## src/ovl_pkg.sv

```systemverilog
// Package for the ordered value list: request codes, status codes, double compare.
// No dependencies.
package ovl_pkg;

  typedef enum logic [2:0] {
    REQ_INSERT  = 3'd0,
    REQ_MEMBER  = 3'd1,
    REQ_POS     = 3'd2,
    REQ_REMOVE  = 3'd3,
    REQ_REVERSE = 3'd4,
    REQ_CLEAR   = 3'd5
  } req_t;

  typedef enum logic [1:0] {
    ST_OK       = 2'd0,
    ST_EMPTY    = 2'd1,
    ST_NOTFOUND = 2'd2,
    ST_FULL     = 2'd3
  } status_t;

  localparam logic [63:0] ABS_MASK = 64'h7FFF_FFFF_FFFF_FFFF;
  localparam logic [63:0] INF_BITS = 64'h7FF0_0000_0000_0000;

  // IEEE double equality on bit patterns
  function automatic logic dbl_equal(input logic [63:0] a, input logic [63:0] b);
    logic a_nan;
    logic b_nan;
    a_nan = (a & ABS_MASK) > INF_BITS;
    b_nan = (b & ABS_MASK) > INF_BITS;
    if (a_nan || b_nan) return 1'b0;
    if (((a & ABS_MASK) == 64'd0) && ((b & ABS_MASK) == 64'd0)) return 1'b1;
    return a == b;
  endfunction

endpackage

```

## src/ovl_ram.sv

```systemverilog
// Generic single-port-write, single-port-read RAM with registered read.
// No dependencies.
module ovl_ram #(
  parameter int WIDTH = 64,
  parameter int DEPTH = 16
) (
  input  logic                     clk,
  input  logic                     we,
  input  logic [$clog2(DEPTH)-1:0] waddr,
  input  logic [WIDTH-1:0]         wdata,
  input  logic [$clog2(DEPTH)-1:0] raddr,
  output logic [WIDTH-1:0]         rdata
);
  logic [WIDTH-1:0] mem [DEPTH];

  always_ff @(posedge clk) begin
    if (we) mem[waddr] <= wdata;
    rdata <= mem[raddr];
  end
endmodule

```

## src/ordered_value_list_core.sv

```systemverilog
// Ordered value list: bounded list of doubles, one RAM plus a sequencer.
// Insert, clear, unused codes, empty-list searches and short reverses go straight to DONE;
// a search walks the elements from the front, a remove hit shifts later ones down, a reverse swaps pairs.
// One request at a time; the next word is accepted the cycle after the result is registered,
// and a result waits in DONE only while the previous word is still stalled.
// Reset: synchronous, empties the list; RAM contents are not cleared. Depends on ovl_pkg, ovl_ram.
module ordered_value_list_core #(
  parameter int DEPTH = 16
) (
  input  logic        clk,
  input  logic        rst,
  input  logic        in_valid,
  output logic        in_stall,
  input  logic [2:0]  req_type,
  input  logic [63:0] value,
  output logic        out_valid,
  input  logic        out_stall,
  output logic        found,
  output logic [4:0]  position,
  output logic [4:0]  entry_count,
  output logic [1:0]  status
);
  import ovl_pkg::*;

  localparam int AW = $clog2(DEPTH);
  localparam int CW = $clog2(DEPTH + 1);

  typedef enum logic [2:0] {
    S_IDLE, S_SEARCH, S_SHIFT, S_REV_A, S_REV_B, S_REV_C, S_DONE
  } state_t;

  state_t state;
  logic [2:0]    req;
  logic [63:0]   val;
  logic [CW-1:0] used;
  // logical head slot: list element k is RAM slot (head + k) mod DEPTH
  logic [AW-1:0] head;
  logic [CW-1:0] idx;   // element index of current step
  logic [CW-1:0] hi;
  logic [63:0]   tmp;
  logic          rd_pend;
  // result held here until the output word is free
  logic          r_found;
  logic [4:0]    r_pos;
  logic [1:0]    r_status;
  logic          rev_more;
  logic          emit;

  // RAM
  logic          we;
  logic [AW-1:0] waddr, raddr;
  logic [63:0]   wdata, rdata;

  ovl_ram #(.WIDTH(64), .DEPTH(DEPTH)) u_ram (
    .clk(clk), .we(we), .waddr(waddr), .wdata(wdata), .raddr(raddr), .rdata(rdata)
  );

  // element index to RAM slot
  function automatic logic [AW-1:0] slot(input logic [AW-1:0] h, input logic [CW-1:0] k);
    logic [CW:0] s;
    s = (CW+1)'(h) + (CW+1)'(k);
    if (s >= (CW+1)'(DEPTH)) s = s - (CW+1)'(DEPTH);
    return s[AW-1:0];
  endfunction

  assign in_stall = (state != S_IDLE);

  // another reverse pair remains, or the result can be registered
  assign rev_more = (req == REQ_REVERSE) && rd_pend && (idx + CW'(2) < hi);
  assign emit     = (state == S_DONE) && !rev_more && (!out_valid || !out_stall);

  // RAM port control
  always_comb begin
    we    = 1'b0;
    waddr = '0;
    wdata = val;
    raddr = slot(head, idx);
    case (state)
      S_IDLE: begin
        raddr = slot(head, '0);
        if (in_valid && req_type == REQ_INSERT && used < CW'(DEPTH)) begin
          we    = 1'b1;
          waddr = (head == '0) ? AW'(DEPTH - 1) : head - 1'b1;
          wdata = value;
        end
      end
      S_SHIFT: begin
        // copy element idx+1 (rdata) into element idx
        raddr = slot(head, rd_pend ? idx + CW'(2) : idx + CW'(1));
        if (rd_pend) begin
          we    = 1'b1;
          waddr = slot(head, idx);
          wdata = rdata;
        end
      end
      S_REV_A: raddr = slot(head, idx);
      S_REV_B: raddr = slot(head, hi);
      S_REV_C: begin
        we    = 1'b1;
        waddr = slot(head, idx);
        wdata = rdata;
      end
      S_DONE: begin
        we    = (req == REQ_REVERSE) && rd_pend;
        waddr = slot(head, hi);
        wdata = tmp;
      end
      default: ;
    endcase
  end

  // sequencer
  always_ff @(posedge clk) begin
    if (rst) begin
      state     <= S_IDLE;
      used      <= '0;
      head      <= '0;
      out_valid <= 1'b0;
      rd_pend   <= 1'b0;
    end else begin
      if (emit) out_valid <= 1'b1;
      else if (out_valid && !out_stall) out_valid <= 1'b0;
      case (state)
        S_IDLE: begin
          if (in_valid) begin
            req      <= req_type;
            val      <= value;
            idx      <= '0;
            r_found  <= 1'b0;
            r_pos    <= '0;
            r_status <= ST_OK;
            rd_pend  <= 1'b0;
            state    <= S_DONE;
            case (req_type)
              REQ_INSERT: begin
                if (used < CW'(DEPTH)) begin
                  head <= (head == '0) ? AW'(DEPTH - 1) : head - 1'b1;
                  used <= used + 1'b1;
                end else r_status <= ST_FULL;
              end
              REQ_MEMBER, REQ_POS, REQ_REMOVE: begin
                if (used == '0) r_status <= ST_EMPTY;
                else begin
                  state <= S_SEARCH;
                  idx   <= CW'(1);
                end
              end
              REQ_REVERSE: begin
                if (used > CW'(1)) begin
                  hi    <= used - 1'b1;
                  state <= S_REV_A;
                end
              end
              REQ_CLEAR: used <= '0;
              default: ;
            endcase
          end
        end
        // rdata holds element idx-1
        S_SEARCH: begin
          if (dbl_equal(rdata, val)) begin
            r_found <= 1'b1;
            r_pos   <= 5'(idx);
            if (req == REQ_REMOVE) begin
              idx     <= idx - 1'b1;
              rd_pend <= 1'b0;
              state   <= S_SHIFT;
            end else state <= S_DONE;
          end else if (idx == used) begin
            r_status <= ST_NOTFOUND;
            state    <= S_DONE;
          end else idx <= idx + 1'b1;
        end
        // first cycle primes a read of idx+1 (raddr idx+2 is next one)
        S_SHIFT: begin
          if (!rd_pend) begin
            if (idx + CW'(1) >= used) begin
              used  <= used - 1'b1;
              state <= S_DONE;
            end else rd_pend <= 1'b1;
          end else if (idx + CW'(2) >= used) begin
            used    <= used - 1'b1;
            rd_pend <= 1'b0;
            state   <= S_DONE;
          end else idx <= idx + 1'b1;
        end
        S_REV_A: state <= S_REV_B;
        S_REV_B: begin
          tmp   <= rdata;  // element idx
          state <= S_REV_C;
        end
        S_REV_C: begin
          // element idx <= element hi done; write tmp to hi next
          rd_pend <= 1'b1;
          state   <= S_DONE;
        end
        S_DONE: begin
          if (rev_more) begin
            rd_pend <= 1'b0;
            idx     <= idx + 1'b1;
            hi      <= hi - 1'b1;
            state   <= S_REV_A;
          end else if (emit) begin
            rd_pend     <= 1'b0;
            found       <= r_found;
            position    <= r_pos;
            status      <= r_status;
            entry_count <= 5'(used);
            state       <= S_IDLE;
          end
        end
        default: state <= S_IDLE;
      endcase
    end
  end
endmodule

```

## config.mk

```make
export PLATFORM = sky130hd
export DESIGN_NAME = ordered_value_list_core
export DESIGN_NICKNAME = d
export VERILOG_FILES = /design/src/ovl_pkg.sv /design/src/ovl_ram.sv /design/src/ordered_value_list_core.sv
export SDC_FILE = /design/constraint.sdc
export NUM_CORES = 2
export LEC_CHECK = 0
export BUFFER_PORTS_ARGS = -buffer_cell sky130_fd_sc_hd__buf_2
export CELL_PAD_IN_SITES_DETAIL_PLACEMENT = 0
export CELL_PAD_IN_SITES_GLOBAL_PLACEMENT = 1
export CORE_MARGIN = 2
export CORE_UTILIZATION = 25
export CTS_CLUSTER_DIAMETER = 100
export DETAILED_ROUTE_END_ITERATION = 8
export GPL_ROUTABILITY_DRIVEN = 1
export PLACE_DENSITY_LB_ADDON = 0.1
export SLEW_MARGIN = 25
export SYNTH_ARGS = -nofsm -noshare
export SYNTH_HDL_FRONTEND = slang
export SYNTH_HIERARCHICAL = 1
export SYNTH_SLANG_ARGS = --single-unit
export TNS_END_PERCENT = 1
```

## constraint.sdc

```tcl
create_clock -name clk -period 7.25 [get_ports clk]
set_clock_uncertainty 0.05 [all_clocks]
set_input_delay 0.3625 -clock clk [delete_from_list [all_inputs] [get_ports clk]]
set_output_delay 0.3625 -clock clk [all_outputs]
set_load 0.02 [all_outputs]
```

==> results.sh <==
export IMPL_nFillCells=19110
export IMPL_dieHeight_um=448.2
export IMPL_max_freq_mhz=205.8
export IMPL_min_to="val[9]$_DFFE_PP_"
export IMPL_die_w_um=448.2
export IMPL_grt_pass1_wl_mm=218.7
export IMPL_drv_cap=0
export IMPL_setup_ws_ns=2.391
export IMPL_io_buffers=85
export IMPL_ant_nets=0
export IMPL_cts_root_buf="clkbuf_16"
export IMPL_netlist_top_cell_by_area="edfxtp_1"
export IMPL_grt_max_degree=71
export IMPL_maxSlewHeadroom_pct=30.37
export IMPL_clk_latency_ns=0.78
export IMPL_regArea_sq_mm=0.03718
export IMPL_synthArstFlopShare_pct=0
export IMPL_hp_start="value[9]"
export IMPL_synth_top_cell_area_share_pct=72.19
export IMPL_diodes=0
export IMPL_synth_edf_count=1186
export IMPL_ys_ff_latch=1264
export IMPL_yosysSeqAreaShare_pct=75.36
export IMPL_drt_first_pass_iters=6
export IMPL_power_density_mw_per_mm2=466.4
export IMPL_rrSetupSlack_ns=2.39
export IMPL_hp_class="in -> reg"
export IMPL_antenna_found_initial=2
export IMPL_worst_endpoint_arrival_ns=5.23
export IMPL_pre_cts_ws_ns=2.427
export IMPL_die_area_sq_mm=0.2009
export IMPL_startpoint_type="flop"
export IMPL_synth_distinct_cells=72
export IMPL_cts_tree="built"
export IMPL_place_gp_congestion=0.7566
export IMPL_nets=2868
export IMPL_cp_required_ns=7.62
export IMPL_criticalPathCategory="reg -> reg"
export IMPL_crit_path_max_fanout=23
export IMPL_avgSynthCellArea_sq_um=19.51
export IMPL_synth_area_leaders="edfxtp_1, mux4_2, dfxtp_1, a22oi_1, nand2_1"
export IMPL_status="finished, final reports clean"
export IMPL_htreeDepth=4
export IMPL_tns_ns=0
export IMPL_rsz0062_at_grt="false"
export IMPL_ys_warn_count=6
export IMPL_drtIter0Drc=2352
export IMPL_synthToLayoutAreaGrowth_pct=19.59
export IMPL_drt_total_wl_mm=156.3
export IMPL_wl_per_cell_um=28.28
export IMPL_synth_commonest_cells="edfxtp_1, mux4_2, nand2_1"
export IMPL_ir_drop_mv=0.3956
export IMPL_synthesis_nets=2636
export IMPL_cts_setup_buffers=0
export IMPL_io_pins=86
export IMPL_rr_startpoint="state[1]$_SDFFE_PP0P_"
export IMPL_whs_ns=0.2989
export IMPL_cts_buffers=149
export IMPL_clkTransAtPathRegs_ns=0.06
export IMPL_end_kind="flop"
export IMPL_syn_cell_area_sq_mm=0.04933
export IMPL_final_setup_viol_count=0
export IMPL_leakage_nw=18.61
export IMPL_multi_input_area_sq_mm=0.01159
export IMPL_synthFlopType="edfxtp_1"
export IMPL_yosysMostFrequentCell="edfxtp_1"
export IMPL_viasPerCell=4.645
export IMPL_drive_gt1_share_pct=22.83
export IMPL_drc=0
export IMPL_grt_ovfl_total=0
export IMPL_finish_utilization_pct=29.98
export IMPL_worst_pin_slew_ns=1.042
export IMPL_start_util_pct=25.07
export IMPL_cts_max_path_buffers=3
export IMPL_cts_sinks=1264
export IMPL_rows=163
export IMPL_num_vias=25670
export IMPL_whs_path_depth=2
export IMPL_reg2reg_to="u_ram/mem[3][20]$_DFFE_PP_"
export IMPL_synthCells=2528
export IMPL_report_final_slew_viol_count=0
export IMPL_worstRegToRegCells=7
export IMPL_core_sq_mm=0.1968
export IMPL_dpl_hpwl_mm=88.70
export IMPL_fin_crit_sh_pct=67.03
export IMPL_grt_pass1_vias=27320
export IMPL_hold_viol=0
export IMPL_layout_min_cycle_time_ns=4.859
export IMPL_grtUsageTotal_pct=15.57
## stage by stage
stage          power, mW  std cells  cell area (sq um)
6_report           27.52       5526              59000
5_1_grt            29.01       5526              59000
4_1_cts            28.02       5523              58910
3_5_place_dp       20.42       5176              53370
3_3_place_gp       20.27       5173              53280
2_1_floorplan      16.77       2528              49330
## worst max-delay path, stage by stage (launching register included)
cell and delay (ns):
dfxtp_1 0.84, inv_1 0.22, nor2_1 0.47, nand2_1 0.33, o221ai_1 0.67, nand2_1 0.43
nor2_4 0.83, buf_4 0.55
## registers in the layout, summed over array words and instances, names as in the netlist
signal / flops
state: 3
req: 3
rd_pend: 1
entry_count: 5
val: 64
status: 2
found: 1
used: 5
r_pos: 5
head: 4
position: 5
u_ram/mem: 1024
u_ram/rdata: 64
hi: 5
tmp: 64
r_found: 1
out_valid: 1
r_status: 2
idx: 5
## timing repair
action,CTS,global route
hold buffers,70,0
resized for setup,0,0
hold endpoints to repair,76,0
## cell type report
type                       instances  area share (%)
clock buffer                     189           6.858
clock inverter                    88           1.351
inverter                          27          0.1718
multi-input combinational       1100           19.65
sequential                      1264           63.01
tap                             2640           5.599
timing repair buffer             218           3.359
## layer usage
metal	vias up	track usage, %	share of wire [%]	wire length (um)
met1	13980	20.89	45	70390
li1	10960	-	-	-
met5	-	0	0	0
met2	548	26.43	50	77710
met3	184	2.135	3.1	4898
met4	0	4.126	2.1	3293
## kinds of logic after synthesis
group                    after synthesis  share of synthesized area [%]
flip-flops                          1264                          75.36
adder cells (fa/ha/maj)               37                         0.9841
multiplexers                         268                          11.94
buffers and inverters                164                          1.613
XOR/XNOR                              92                          1.633
AND/OR/NAND/NOR                      405                          3.802
AO/OA/AOI/OAI                        298                          4.677
## report_power, final
| group | internal, mW | switching, mW |
|---|---|---|
| sequential | 9.49 | 0.645 |
| clock | 4.41 | 3.03 |
| combinational | 4.09 | 5.84 |
## cell usage in the layout, fill, tap and decap left out, types with 14 or more instances in the layout
cell type	instances
nor4_1	40
buf_4	36
a222oi_1	64
edfxtp_1	1186
nand4_1	26
mux4_2	256
o21ai_0	22
ha_1	34
clkbuf_16	155
clkinv_2	25
buf_12	21
inv_1	26
clkbuf_1	30
xnor2_1	82
dfxtp_1	78
nor2_1	26
clkinv_1	37
buf_2	85
nand2_1	227
a22oi_1	131
a21oi_1	28
nor2_4	14
dlygate4sd3_1	70
## worst max path at each step
stage                                  to  depth (start not counted)  slack, ns                   from
2_1_floorplan   u_ram/mem[0][0]$_DFFE_PP_                          7       0.21       idx[0]$_DFFE_PP_
3_3_place_gp      u_ram/rdata[43]$_DFF_P_                         15       2.54       idx[0]$_DFFE_PP_
3_5_place_dp   u_ram/mem[2][28]$_DFFE_PP_                          8       2.43  state[1]$_SDFFE_PP0P_
4_1_cts        u_ram/mem[2][28]$_DFFE_PP_                          8       2.38  state[1]$_SDFFE_PP0P_
5_1_grt        u_ram/mem[3][29]$_DFFE_PP_                          7       2.03  state[1]$_SDFFE_PP0P_
6_report       u_ram/mem[3][20]$_DFFE_PP_                          7       2.39  state[1]$_SDFFE_PP0P_
(Power assumes the default switching activity.)
